### src/rtl/cst_pkg.sv
package cst_pkg;

    // Tokeniser modes; also the token type codes carried on results
    typedef enum logic [2:0] {
        MODE_NONE     = 3'd0,
        MODE_IDENT    = 3'd1,
        MODE_NUMBER   = 3'd2,
        MODE_STRING   = 3'd3,
        MODE_COMMENT  = 3'd4,
        MODE_OPERATOR = 3'd5,
        MODE_BRACKET  = 3'd6
    } mode_t;

    localparam int MAX_RES    = 3;
    localparam int CNT_W      = $clog2(MAX_RES + 1);
    localparam int FIFO_DEPTH = 2;
    localparam int FIFO_AW    = (FIFO_DEPTH > 1) ? $clog2(FIFO_DEPTH) : 1;
    localparam int FIFO_CW    = $clog2(FIFO_DEPTH + 1);

    typedef struct packed {
        logic [7:0] ch;
        logic [7:0] next_ch;
        logic       next_valid;
        logic       end_of_text;
    } in_word_t;

    typedef struct packed {
        logic       kind;
        logic [7:0] char_out;
        logic [2:0] token_kind;
        logic       run_last;
    } out_word_t;

    // One result without its run marker
    typedef struct packed {
        logic       kind;
        logic [7:0] char_out;
        logic [2:0] token_kind;
    } res_t;

    // All results caused by one character
    typedef struct packed {
        logic [CNT_W-1:0]       cnt;
        res_t [MAX_RES-1:0]     res;
    } bundle_t;

    typedef struct packed {
        logic    valid;
        bundle_t bundle;
    } fifo_wr_t;

    typedef struct packed {
        logic               empty;
        logic               full;
        logic [FIFO_CW-1:0] count;
    } fifo_stat_t;

endpackage

### src/rtl/cst_front.sv
module cst_front (
    input  logic             clk,
    input  logic             rst_n,
    input  logic             take,
    input  cst_pkg::in_word_t item,
    output cst_pkg::fifo_wr_t wr
);

    localparam logic [7:0] CH_SPACE = 8'h20;
    localparam logic [7:0] CH_NL    = 8'h0A;
    localparam logic [7:0] CH_TAB   = 8'h09;
    localparam logic [7:0] CH_DQ    = 8'h22;
    localparam logic [7:0] CH_SQ    = 8'h27;
    localparam logic [7:0] CH_DOT   = 8'h2E;
    localparam logic [7:0] CH_LPAR  = 8'h28;
    localparam logic [7:0] CH_RPAR  = 8'h29;
    localparam logic [7:0] CH_STAR  = 8'h2A;
    localparam logic [7:0] CH_SLASH = 8'h2F;
    localparam logic [7:0] CH_QUOTE_RST = 8'h5F;

    function automatic logic is_symbol(input logic [7:0] c);
        is_symbol = (c == 8'h2B) || (c == 8'h2D) || (c == CH_STAR) || (c == CH_SLASH) ||
                    (c == 8'h3D) || (c == 8'h3C) || (c == 8'h3E) || (c == 8'h21) ||
                    (c == CH_DOT) || (c == 8'h2C);
    endfunction

    function automatic cst_pkg::mode_t classify(input logic [7:0] c, input logic [7:0] nx,
                                                input logic nv);
        if ((c >= 8'h61 && c <= 8'h7A) || (c >= 8'h41 && c <= 8'h5A))
            classify = cst_pkg::MODE_IDENT;
        else if (c >= 8'h30 && c <= 8'h39)
            classify = cst_pkg::MODE_NUMBER;
        else if (c == CH_DQ || c == CH_SQ)
            classify = cst_pkg::MODE_STRING;
        else if (c == CH_SLASH && nv && nx == CH_STAR)
            classify = cst_pkg::MODE_COMMENT;
        else if (is_symbol(c))
            classify = cst_pkg::MODE_OPERATOR;
        else if (c == CH_LPAR || c == CH_RPAR)
            classify = cst_pkg::MODE_BRACKET;
        else
            classify = cst_pkg::MODE_NONE;
    endfunction

    cst_pkg::mode_t mode_reg, mode_next;
    logic [7:0]     quote_reg, quote_next;
    logic [7:0]     prev_reg, prev_next;
    logic           has_reg, has_next;

    cst_pkg::mode_t             t;
    logic                       sp;
    logic [cst_pkg::CNT_W-1:0]  n;
    cst_pkg::res_t [3:0]        res;

    always_comb
    begin
        mode_next  = mode_reg;
        quote_next = quote_reg;
        has_next   = has_reg;
        prev_next  = item.ch;
        n          = '0;
        res        = '0;
        t          = classify(item.ch, item.next_ch, item.next_valid);
        sp         = (item.ch == CH_SPACE) || (item.ch == CH_NL) || (item.ch == CH_TAB);

        if (mode_reg == cst_pkg::MODE_COMMENT)
        begin
            if (prev_reg == CH_STAR && item.ch == CH_SLASH)
                mode_next = cst_pkg::MODE_NONE;
        end
        else if (sp && mode_reg != cst_pkg::MODE_STRING)
        begin
            if (mode_reg != cst_pkg::MODE_NONE)
            begin
                res[n] = '{1'b1, 8'h00, mode_reg};
                n = n + 1'b1;
                has_next = 1'b0;
                mode_next = cst_pkg::MODE_NONE;
            end
        end
        else if (mode_reg == cst_pkg::MODE_STRING)
        begin
            if (item.ch == quote_reg)
            begin
                res[n] = '{1'b1, 8'h00, cst_pkg::MODE_STRING};
                n = n + 1'b1;
                has_next = 1'b0;
                mode_next = cst_pkg::MODE_NONE;
            end
            else
            begin
                res[n] = '{1'b0, item.ch, cst_pkg::MODE_STRING};
                n = n + 1'b1;
                has_next = 1'b1;
            end
        end
        else
        begin
            // close the open token when the class changes (a dot keeps a number)
            if (mode_reg != cst_pkg::MODE_NONE && t != mode_reg &&
                !(mode_reg == cst_pkg::MODE_NUMBER && item.ch == CH_DOT))
            begin
                res[n] = '{1'b1, 8'h00, mode_reg};
                n = n + 1'b1;
                has_next = 1'b0;
                mode_next = cst_pkg::MODE_NONE;
            end
            if (mode_next == cst_pkg::MODE_NONE)
            begin
                mode_next = t;
                if (t == cst_pkg::MODE_STRING)
                    quote_next = item.ch;
                else if (t == cst_pkg::MODE_BRACKET)
                begin
                    res[n] = '{1'b0, item.ch, cst_pkg::MODE_BRACKET};
                    n = n + 1'b1;
                    res[n] = '{1'b1, 8'h00, cst_pkg::MODE_BRACKET};
                    n = n + 1'b1;
                    has_next = 1'b0;
                    mode_next = cst_pkg::MODE_NONE;
                end
                else if (t != cst_pkg::MODE_COMMENT)
                begin
                    res[n] = '{1'b0, item.ch, t};
                    n = n + 1'b1;
                    has_next = 1'b1;
                end
            end
            else
            begin
                res[n] = '{1'b0, item.ch, mode_reg};
                n = n + 1'b1;
                has_next = 1'b1;
            end
        end

        // flush at end of text, then drop back to reset state
        if (item.end_of_text)
        begin
            if (has_next)
            begin
                res[n] = '{1'b1, 8'h00, mode_next};
                n = n + 1'b1;
            end
            mode_next  = cst_pkg::MODE_NONE;
            quote_next = CH_QUOTE_RST;
            prev_next  = 8'h00;
            has_next   = 1'b0;
        end
    end

    always_comb
    begin
        wr.valid      = take && (n != '0);
        wr.bundle.cnt = n;
        wr.bundle.res = res[cst_pkg::MAX_RES-1:0];
    end

    always_ff @(posedge clk or negedge rst_n)
    begin
        if (!rst_n)
        begin
            mode_reg  <= cst_pkg::MODE_NONE;
            quote_reg <= CH_QUOTE_RST;
            prev_reg  <= 8'h00;
            has_reg   <= 1'b0;
        end
        else if (take)
        begin
            mode_reg  <= mode_next;
            quote_reg <= quote_next;
            prev_reg  <= prev_next;
            has_reg   <= has_next;
        end
    end

endmodule

### src/rtl/cst_fifo.sv
module cst_fifo (
    input  logic               clk,
    input  logic               rst_n,
    input  cst_pkg::fifo_wr_t  wr,
    input  logic               rd,
    output cst_pkg::bundle_t   head,
    output cst_pkg::fifo_stat_t stat
);

    cst_pkg::bundle_t [cst_pkg::FIFO_DEPTH-1:0] slot_reg;
    logic [cst_pkg::FIFO_AW-1:0] wp_reg, wp_next;
    logic [cst_pkg::FIFO_AW-1:0] rp_reg, rp_next;
    logic [cst_pkg::FIFO_CW-1:0] cnt_reg, cnt_next;
    logic do_wr, do_rd;

    localparam logic [cst_pkg::FIFO_AW-1:0] LAST_IDX = cst_pkg::FIFO_AW'(cst_pkg::FIFO_DEPTH - 1);
    localparam logic [cst_pkg::FIFO_CW-1:0] DEPTH_C  = cst_pkg::FIFO_CW'(cst_pkg::FIFO_DEPTH);

    always_comb
    begin
        stat.empty = (cnt_reg == '0);
        stat.full  = (cnt_reg == DEPTH_C);
        stat.count = cnt_reg;
        do_wr      = wr.valid && !stat.full;
        do_rd      = rd && !stat.empty;
        wp_next    = (wp_reg == LAST_IDX) ? '0 : wp_reg + 1'b1;
        rp_next    = (rp_reg == LAST_IDX) ? '0 : rp_reg + 1'b1;
        cnt_next   = cnt_reg;
        if (do_wr && !do_rd)
            cnt_next = cnt_reg + 1'b1;
        else if (do_rd && !do_wr)
            cnt_next = cnt_reg - 1'b1;
        head = slot_reg[rp_reg];
    end

    always_ff @(posedge clk)
    begin
        if (do_wr)
            slot_reg[wp_reg] <= wr.bundle;
    end

    always_ff @(posedge clk or negedge rst_n)
    begin
        if (!rst_n)
        begin
            wp_reg  <= '0;
            rp_reg  <= '0;
            cnt_reg <= '0;
        end
        else
        begin
            if (do_wr)
                wp_reg <= wp_next;
            if (do_rd)
                rp_reg <= rp_next;
            cnt_reg <= cnt_next;
        end
    end

endmodule

### src/rtl/cst_back.sv
module cst_back (
    input  logic               clk,
    input  logic               rst_n,
    input  cst_pkg::bundle_t   head,
    input  logic               empty,
    input  logic               pop,
    output cst_pkg::out_word_t result,
    output logic               rd
);

    logic [cst_pkg::CNT_W-1:0] idx_reg, idx_next;
    logic                      last;
    cst_pkg::res_t             cur;

    always_comb
    begin
        cur  = head.res[idx_reg[$clog2(cst_pkg::MAX_RES)-1:0]];
        last = (idx_reg == head.cnt - 1'b1);
        result.kind       = cur.kind;
        result.char_out   = cur.char_out;
        result.token_kind = cur.token_kind;
        result.run_last   = last;
        rd       = pop && !empty && last;
        idx_next = idx_reg;
        if (pop && !empty)
            idx_next = last ? '0 : idx_reg + 1'b1;
    end

    always_ff @(posedge clk or negedge rst_n)
    begin
        if (!rst_n)
            idx_reg <= '0;
        else
            idx_reg <= idx_next;
    end

endmodule

### src/rtl/char_stream_tokenizer_core.sv
// Character stream tokeniser.
// Input queue side: drive one character word on item (ch, one-character
// lookahead next_ch/next_valid, end_of_text on the final character) and raise
// push; the word is taken on a clock edge where push is high and full is low.
// Result queue side: while empty is low the oldest result word sits on
// result (kind, char_out, token_kind, run_last); pop takes it on an edge
// where pop is high and empty is low. run_last marks the final result word
// caused by one character; characters that cause no result produce nothing.
// A character's results are written into the queue on the edge that takes it.
// Throughput: one character per cycle at the input while full is low. The
// result port drains one word per cycle while pop is high, so a character
// causing k results (at most 3) holds the output for k words; a two-entry
// queue between classifier and output serialiser absorbs this and sets full.
// Reset: mode none, quote 0x5F, previous character zero, queue empty.
// When the receiver stalls, results wait in the queue; once it holds two
// characters' worth full rises and input words are held off.
module char_stream_tokenizer_core (
    input  logic               clk,
    input  logic               rst_n,
    input  logic               push,
    output logic               full,
    input  cst_pkg::in_word_t  item,
    output logic               empty,
    input  logic               pop,
    output cst_pkg::out_word_t result
);

    cst_pkg::fifo_wr_t   wr;
    cst_pkg::bundle_t    head;
    cst_pkg::fifo_stat_t stat;
    logic                take;
    logic                rd;

    // accept a word only when the queue has room
    assign take  = push && !stat.full;
    assign full  = stat.full;
    assign empty = stat.empty;

    cst_front u_front (
        .clk   (clk),
        .rst_n (rst_n),
        .take  (take),
        .item  (item),
        .wr    (wr)
    );

    cst_fifo u_fifo (
        .clk   (clk),
        .rst_n (rst_n),
        .wr    (wr),
        .rd    (rd),
        .head  (head),
        .stat  (stat)
    );

    cst_back u_back (
        .clk    (clk),
        .rst_n  (rst_n),
        .head   (head),
        .empty  (stat.empty),
        .pop    (pop),
        .result (result),
        .rd     (rd)
    );

`ifndef SYNTH
    // release a queue entry only on the last word of its character
    a_rd_on_last: assert property (@(posedge clk) disable iff (!rst_n)
        rd |-> (pop && !stat.empty && result.run_last))
        else $error("queue entry released early");

    // a token end word never carries a character
    a_end_zero: assert property (@(posedge clk) disable iff (!rst_n)
        (!stat.empty && result.kind) |-> (result.char_out == 8'h00))
        else $error("token end carries a character");

    // a write without a read grows the queue by one
    a_cnt_up: assert property (@(posedge clk) disable iff (!rst_n)
        (wr.valid && !rd) |=> (stat.count == $past(stat.count) + 1'b1))
        else $error("queue count lost a write");

    // the classifier only writes words it has taken
    a_wr_take: assert property (@(posedge clk) disable iff (!rst_n)
        wr.valid |-> take)
        else $error("queue written without an accepted word");
`endif

endmodule
### config.mk
export PLATFORM = sky130hd
export DESIGN_NAME = char_stream_tokenizer_core
export DESIGN_NICKNAME = d
export VERILOG_FILES = /design/src/rtl/cst_pkg.sv /design/src/rtl/cst_front.sv /design/src/rtl/cst_fifo.sv /design/src/rtl/cst_back.sv /design/src/rtl/char_stream_tokenizer_core.sv
export SDC_FILE = /design/constraint.sdc
export NUM_CORES = 1
export LEC_CHECK = 0
export BUFFER_PORTS_ARGS = -buffer_cell sky130_fd_sc_hd__buf_4
export CAP_MARGIN = 20
export CELL_PAD_IN_SITES_DETAIL_PLACEMENT = 1
export CELL_PAD_IN_SITES_GLOBAL_PLACEMENT = 2
export CORE_ASPECT_RATIO = 0.6
export CORE_UTILIZATION = 44
export DETAILED_ROUTE_END_ITERATION = 6
export PLACE_DENSITY = 0.94
export SLEW_MARGIN = 10
export SYNTH_ARGS = -nofsm -noshare
export SYNTH_HDL_FRONTEND = slang
export SYNTH_SLANG_ARGS = --single-unit
### constraint.sdc
create_clock -name clk -period 7.8 [get_ports clk]
set_input_delay 1.17 -clock clk [delete_from_list [all_inputs] [get_ports clk]]
set_output_delay 1.17 -clock clk [all_outputs]
set_load 0.02 [all_outputs]
== Word level (Yosys, flattened, before mapping) ==
Index checks and enable logic that the tools add are counted.

* Register bits after elaboration: 102
* Input port bits: 22

* Equality and inequality tests: 33
* Reductions and logical operators: 49
* Add/sub/neg operators: 9
* Multiplexer cells: 91
* $lt $le $gt $ge: 16
* Bitwise logic cells: 3

{| class="wikitable"
|+ Operators with widths
! kind !! number
|-
| $mux 48 || 5
|-
| $bwmux 48 || 4
|-
| $mux 12 || 12
|-
| $mux 36 || 4
|-
| $eq 8x6->1 const B || 17
|-
| $mux 38 || 3
|-
| $bwmux 76 || 1
|-
| $demux 12 s2 || 3
|-
| $mux 3 || 20
|-
| $mux 8 || 7
|-
| $demux 38 s1 || 1
|-
| $and 36x36->36 || 1
|-
| $not 36->36 || 1
|-
| $mux 2 || 15
|-
| $bmux 12 s2 || 1
|-
| $logic_and 1x1->1 || 22
|-
| $eq 8x4->1 const B || 2
|-
| $ge 8x7->1 const B || 2
|-
| $le 8x7->1 const B || 2
|-
| $mux 1 || 15
|-
| $logic_or 1x1->1 || 14
|-
| $lt 2x3->1 const B || 4
|-
| $or 12x12->12 || 1
|-
| $add 2x1->2 const B || 5
|-
| other kinds (22) || 39
|}

== Logic depth before layout (Yosys ltp) ==
* Word-level depth: 40
* Gate-level depth with buffers: 19
* Gate-level depth less buffers: 17

== Modules after synthesis ==
A second synthesis with hierarchy kept.

* Cell total of the unflattened synthesis: 486
* Area total of the unflattened synthesis: 5,705.5 sq um

{| class="wikitable"
|+ By module, submodules not included
! module !! area each (sq um) !! seq. area each (sq um) !! instances !! cells each
|-
| cst_fifo || 2,985.4 || 2,382.3 || 1 || 137
|-
| cst_front || 2,299.7 || 508.0 || 1 || 290
|-
| cst_back || 406.6 || 50.0 || 1 || 58
|-
| char_stream_tokenizer_core || 13.8 || 0.0 || 1 || 1
|}

== Worst setup path before layout ==
OpenSTA, ideal clock, no wires.

* Path kind: input to register
* Start: input item[16] in the netlist's numbering
* End: register u_fifo.slot_reg[0] in the netlist's numbering, enable pin
* Setup time: 0.421 ns
* Data arrival time: 5.742 ns
* Cell stages on the path: 16
* Slack: 1.637 ns
* Path through: or3b_1 > buf_2 > or4_4 > buf_6 > o21ai_4 > o311ai_1 > a211o_1 > nand2_1 > inv_2 > ha_1 > a41oi_1 > a31o_1 > ha_1 > or4_1 > o311a_2 > nor2b_1

* Longest elaborated chain between the ends: 36
* Elaborated cells on any way between the ends: 91

{| class="wikitable"
|+ Ends and longest elaborated chain
! item !! line !! text
|-
| start, declared || char_stream_tokenizer_core.sv:22 || <nowiki>input cst_pkg::in_word_t item,</nowiki>
|-
| $eq 8x6->1 || cst_front.sv:22 || <nowiki>is_symbol = (c == 8'h2B) || (c == 8'h2D) || (c == CH_STAR) || (c == CH_SLASH) ||</nowiki>
|-
| $logic_or 1x1->1 (4 in series) || cst_front.sv:22 ||
|-
| $logic_or 1x1->1 (4 in series) || cst_front.sv:23 || <nowiki>(c == 8'h3D) || (c == 8'h3C) || (c == 8'h3E) || (c == 8'h21) ||</nowiki>
|-
| $logic_or 1x1->1 || cst_front.sv:24 || <nowiki>(c == CH_DOT) || (c == 8'h2C);</nowiki>
|-
| $mux 3 || cst_front.sv:37 || <nowiki>else if (is_symbol(c))</nowiki>
|-
| $mux 3 || cst_front.sv:35 || <nowiki>else if (c == CH_SLASH && nv && nx == CH_STAR)</nowiki>
|-
| $mux 3 || cst_front.sv:33 || <nowiki>else if (c == CH_DQ || c == CH_SQ)</nowiki>
|-
| $mux 3 || cst_front.sv:31 || <nowiki>else if (c >= 8'h30 && c <= 8'h39)</nowiki>
|-
| [15 not listed] || n/a ||
|-
| $mux 2 || cst_front.sv:66 || <nowiki>if (mode_reg == cst_pkg::MODE_COMMENT)</nowiki>
|-
| $add 2x1->2 || cst_front.sv:143 || <nowiki>n = n + 1'b1;</nowiki>
|-
| $mux 2 || cst_front.sv:140 || <nowiki>if (has_next)</nowiki>
|-
| $mux 2 (*) || cst_front.sv:138 || <nowiki>if (item.end_of_text)</nowiki>
|-
| $reduce_bool 2->1 (*) || cst_front.sv:154 || <nowiki>wr.valid = take && (n != '0);</nowiki>
|-
| $logic_and 1x1->1 (*) || cst_front.sv:154 ||
|-
| $logic_and 1x1->1 (*) || cst_fifo.sv:24 || <nowiki>do_wr = wr.valid && !stat.full;</nowiki>
|-
| via u_fifo.do_wr || cst_fifo.sv:14 || <nowiki>logic do_wr, do_rd;</nowiki>
|-
| end signal, assigned by index || cst_fifo.sv:39 || <nowiki>slot_reg[wp_reg] <= wr.bundle;</nowiki>
|-
| end, declared || cst_fifo.sv:10 || <nowiki>cst_pkg::bundle_t [cst_pkg::FIFO_DEPTH-1:0] slot_reg;</nowiki>
|}

The timed path passes the listed nets; every way through them passes the cells marked *. The select of a mux whose other input is x is not followed.
A chain may end at the register's enable or synchronous reset.

== Worst setup path in the final report ==
* Start: input item[16] in the netlist's numbering
* End: register u_fifo.slot_reg[42] in the netlist's numbering, enable pin

The elaborated chain is that of the path after synthesis.

==> PnR_summary.wiki <==
{| class="wikitable"
! Metric !! Value
|-
| Antenna Nets Post-Route || 0
|-
| Top_reg_cell synth || sky130_fd_sc_hd__edfxtp_1
|-
| IR drop worst, VDD || 263 uV
|-
| Count of warnings emitted by yosys || 0
|-
| Max-cap viol count || 0
|-
| Floorplan die height || 82.0 um
|-
| Startpoint of the most critical register-to-register path || u_front.mode_reg[2]
|-
| Worst min path class || flop to flop
|-
| Antenna diode count || 0
|-
| All-layer global routing usage || 0.243
|-
| I/O pin count || 37
|-
| Initial cell density of the core || 0.465
|-
| Worst Min Path Start || u_front.prev_reg[5]
|-
| Routed wire length || 12.4 mm
|-
| Ordered cell list for the critical path || buf_4 -> or3b_1 -> or4_4 -> o21ai_4 -> o311ai_1 -> a211o_1 -> nand2_1 -> inv_2 -> ha_1 -> nor3_1 -> a31o_1 -> ha_1 -> or4_1 -> o311a_2 -> and2_1 -> buf_4
|-
| Register area share after synthesis || 0.525
|-
| Result of the run || finished clean
|-
| Floorplan core area || 0.0101 sq mm
|-
| FF+latch count, synth || 86
|-
| Sum of overflow across all layers after global routing || 0
|-
| Mean cell area of the mapped netlist || 11.3 sq um
|-
| CP Capture Type || flop
|-
| Launching instance or port of the critical path || item[16]
|-
| CTS H-tree lvls || 3
|-
| Number of buffers added by the clock tree synthesis step || 9
|-
| First DRT Iteration DRCs || 234
|-
| Final TNS setup || 0 ns
|-
| Number of slew-limit violations in the final report || 0
|-
| Highest cell delay on the worst timing path || 0.66 ns
|-
| Count of different cell masters after synthesis || 68
|-
| Slew @ Worst Pin || 0.929 ns
|-
| Worst-Skew Late Latency || 0.34 ns
|-
| Synthesized instance count || 414
|-
| Hold buffer count at cts || 0
|-
| Clock transition time at the flip-flop clock pins of the worst setup and hold paths || 0.07 ns
|-
| Max Clock Skew || 0.00572 ns
|-
| Portion of the clock cycle consumed by the worst path in the final layout || 0.744
|-
| # nets final || 467
|-
| Maximum clock insertion buffer count || 2
|-
| Area of the die || 0.0111 sq mm
|-
| Wire length of the first global-routing pass || 19.8 mm
|-
| Final HPWL DP || 8.92 mm
|-
| Static Leak || 2.08 nW
|-
| Via count of the first global-routing pass || 3,567
|-
| Clock period minus worst slack || 5.80 ns
|-
| Placed standard-cell area || 0.00505 sq mm
|-
| Layout Area Growth over Synthesis || 15.2%
|-
| Std cell rows || 28
|-
| Floorplan die width || 135 um
|-
| Syn Nets || 441
|-
| Number of synthesized flops with an enable pin || 60
|-
| Worst endpoint required time || 7.85 ns
|-
| FMAX || 172 MHz
|-
| Worst max-slew margin expressed relative to the limit || 0.380
|-
| Drt first pass iters || 4
|-
| Type of element launching the critical path || primary input
|-
| Max stage delay cell, worst path || sky130_fd_sc_hd__or4_4
|-
| Largest net degree at the start of global routing || 31
|-
| Number of vias per cell after detailed routing || 6.07
|-
| Final hold violations || 0
|-
| Buffers inserted by post-CTS timing repair || 0
|-
| Number of sinks handled by clock tree synthesis || 86
|-
| RSZ-0062 raised after global routing || false
|-
| Clock root buffer || sky130_fd_sc_hd__clkbuf_16
|-
| Total via count after detailed routing || 3,523
|-
| Flip-flop count of the largest register after layout || 60
|-
| Number of endpoints failing setup at the final stage || 0
|-
| Worst path arrival time || 5.85 ns
|-
| Post-synth ARST share || 0.302
|-
| TritonCTS clock tree || built
|-
| Fraction of layout instances using a drive strength above 1 || 0.200
|-
| Startpoint-to-endpoint class of the critical path || primary input to flop
|-
| Number of buffers added on ports || 36
|-
| GPL Wtd Cong || 0.854
|-
| Worst Hold Margin || 0.469 ns
|-
| Max Fanout on Critical Path || 30
|-
| Final non-filler cell area || 0.00540 sq mm
|-
| PD cells || 408 mW/mm^2
|-
| Wire per inst || 21.4 um
|-
| Post-synthesis instance area || 0.00469 sq mm
|-
| Resized Gates After CTS || 0
|-
| Final Util || 0.535
|-
| Antenna violations before repair || 0
|-
| Count of unresolved DRC violations after routing || 0
|-
| Total of fill cells in the finished design || 1,078
|}
report_power, final:
part / total [mW] / leakage [nW] / switching (mW) / internal (mW)
clock: 0.497 / 0.168 / 0.183 / 0.314
combinational: 0.899 / 1.03 / 0.527 / 0.372
sequential: 0.807 / 0.887 / 0.102 / 0.705
total: 2.20 / 2.08 / 0.812 / 1.39
per-layer routing:
layer  wire length (um)  share of wire  GRT usage  vias to the layer above
li1                   -              -          -                     1591
met1               6030           0.49      0.346                     1809
met2               5490           0.44      0.374                      107
met3                725          0.058     0.0562                       16
met4                149          0.012     0.0618                        0
met5                  0              0          0                        -
Yosys cell counts (6+ instances only):
master,n,share of area
sky130_fd_sc_hd__edfxtp_1,60,0.38
sky130_fd_sc_hd__nand2_1,47,0.038
sky130_fd_sc_hd__and2_1,22,0.029
sky130_fd_sc_hd__o21ai_0,21,0.022
sky130_fd_sc_hd__dfrtp_1,20,0.11
sky130_fd_sc_hd__nor2_1,20,0.016
sky130_fd_sc_hd__clkbuf_1,19,0.015
sky130_fd_sc_hd__nor2b_1,14,0.019
sky130_fd_sc_hd__xor2_1,14,0.026
sky130_fd_sc_hd__inv_1,12,0.0096
sky130_fd_sc_hd__mux4_2,12,0.058
sky130_fd_sc_hd__nand2b_1,11,0.015
sky130_fd_sc_hd__nand3b_1,9,0.014
sky130_fd_sc_hd__a21oi_1,8,0.0085
sky130_fd_sc_hd__mux2i_1,7,0.015
sky130_fd_sc_hd__nor3_1,7,0.0075
sky130_fd_sc_hd__dfstp_2,6,0.034
sky130_fd_sc_hd__o22ai_1,6,0.0080
cell type report:
type / instances / area (sq um) / area share
Multi-Input combinational cell: 290 / 2080 / 0.385
Timing Repair Buffer: 40 / 300 / 0.0556
Sequential cell: 86 / 2460 / 0.456
Tap cell: 135 / 169 / 0.0313
Inverter: 13 / 48.8 / 0.00904
Clock inverter: 7 / 120 / 0.0222
Clock buffer: 9 / 225 / 0.0417
kinds of logic (layout without fill, tap and decap cells):
logic type | after synthesis | after routing | share of synthesized area
buf+inv | 38 | 69 | 0.0331
xor+xnor | 18 | 18 | 0.0336
simple gates | 166 | 166 | 0.192
fa+ha+maj | 5 | 5 | 0.0133
mux | 20 | 20 | 0.0750
compound gates | 81 | 81 | 0.128
flops | 86 | 86 | 0.525
placed cells by master, fill, tap and decap left out, drive strengths merged, types with 5 or more instances in the layout:
cell / Yosys / routed
o22ai: 6 / 6
a21oi: 8 / 8
ha: 5 / 5
nand2: 47 / 47
o21ai: 22 / 22
dfstp: 6 / 6
and2: 22 / 22
nor2: 20 / 20
xor2: 14 / 14
mux4: 12 / 12
dfrtp: 20 / 20
nor3: 7 / 7
nand3b: 9 / 9
edfxtp: 60 / 60
o31ai: 5 / 5
clkbuf: 19 / 9
mux2i: 7 / 7
nand3: 5 / 5
buf: 6 / 40
or2: 5 / 5
inv: 13 / 14
nand2b: 11 / 11
nor2b: 14 / 14
worst paths after layout:
kind / end / slack, ns / cells past startpoint
hold reg to reg: u_front.prev_reg[5] / 0.47 / 2
hold / removal: u_front.prev_reg[5] / 0.47 / 2
min in group asynchronous: u_fifo.wp_reg / 0.74 / 1
max in group asynchronous: u_front.quote_reg[2] / 6.74 / 1
setup reg to reg: u_fifo.slot_reg[42] / 3.31 / 13
setup / recovery: u_fifo.slot_reg[42] / 2.00 / 16
stage by stage:
stage	setup WS [ns]	power, mW	instances
finish	2.00	2.20	580
detailed placement	1.68	1.71	564
global route	1.79	2.32	580
global placement	1.88	1.67	564
CTS	2.03	2.21	580
floorplan	1.64	1.41	414
worst max-delay path, delay by kind of cell:
| family | cells | cell delay (ns) |
|---|---|---|
| AO/OA/AOI/OAI | 5 | 1.13 |
| buffers and inverters | 3 | 0.53 |
| AND/OR/NAND/NOR | 6 | 2.40 |
| adder cells (fa/ha/maj) | 2 | 0.60 |
No activity file was read; power rests on OpenSTA's default activity.
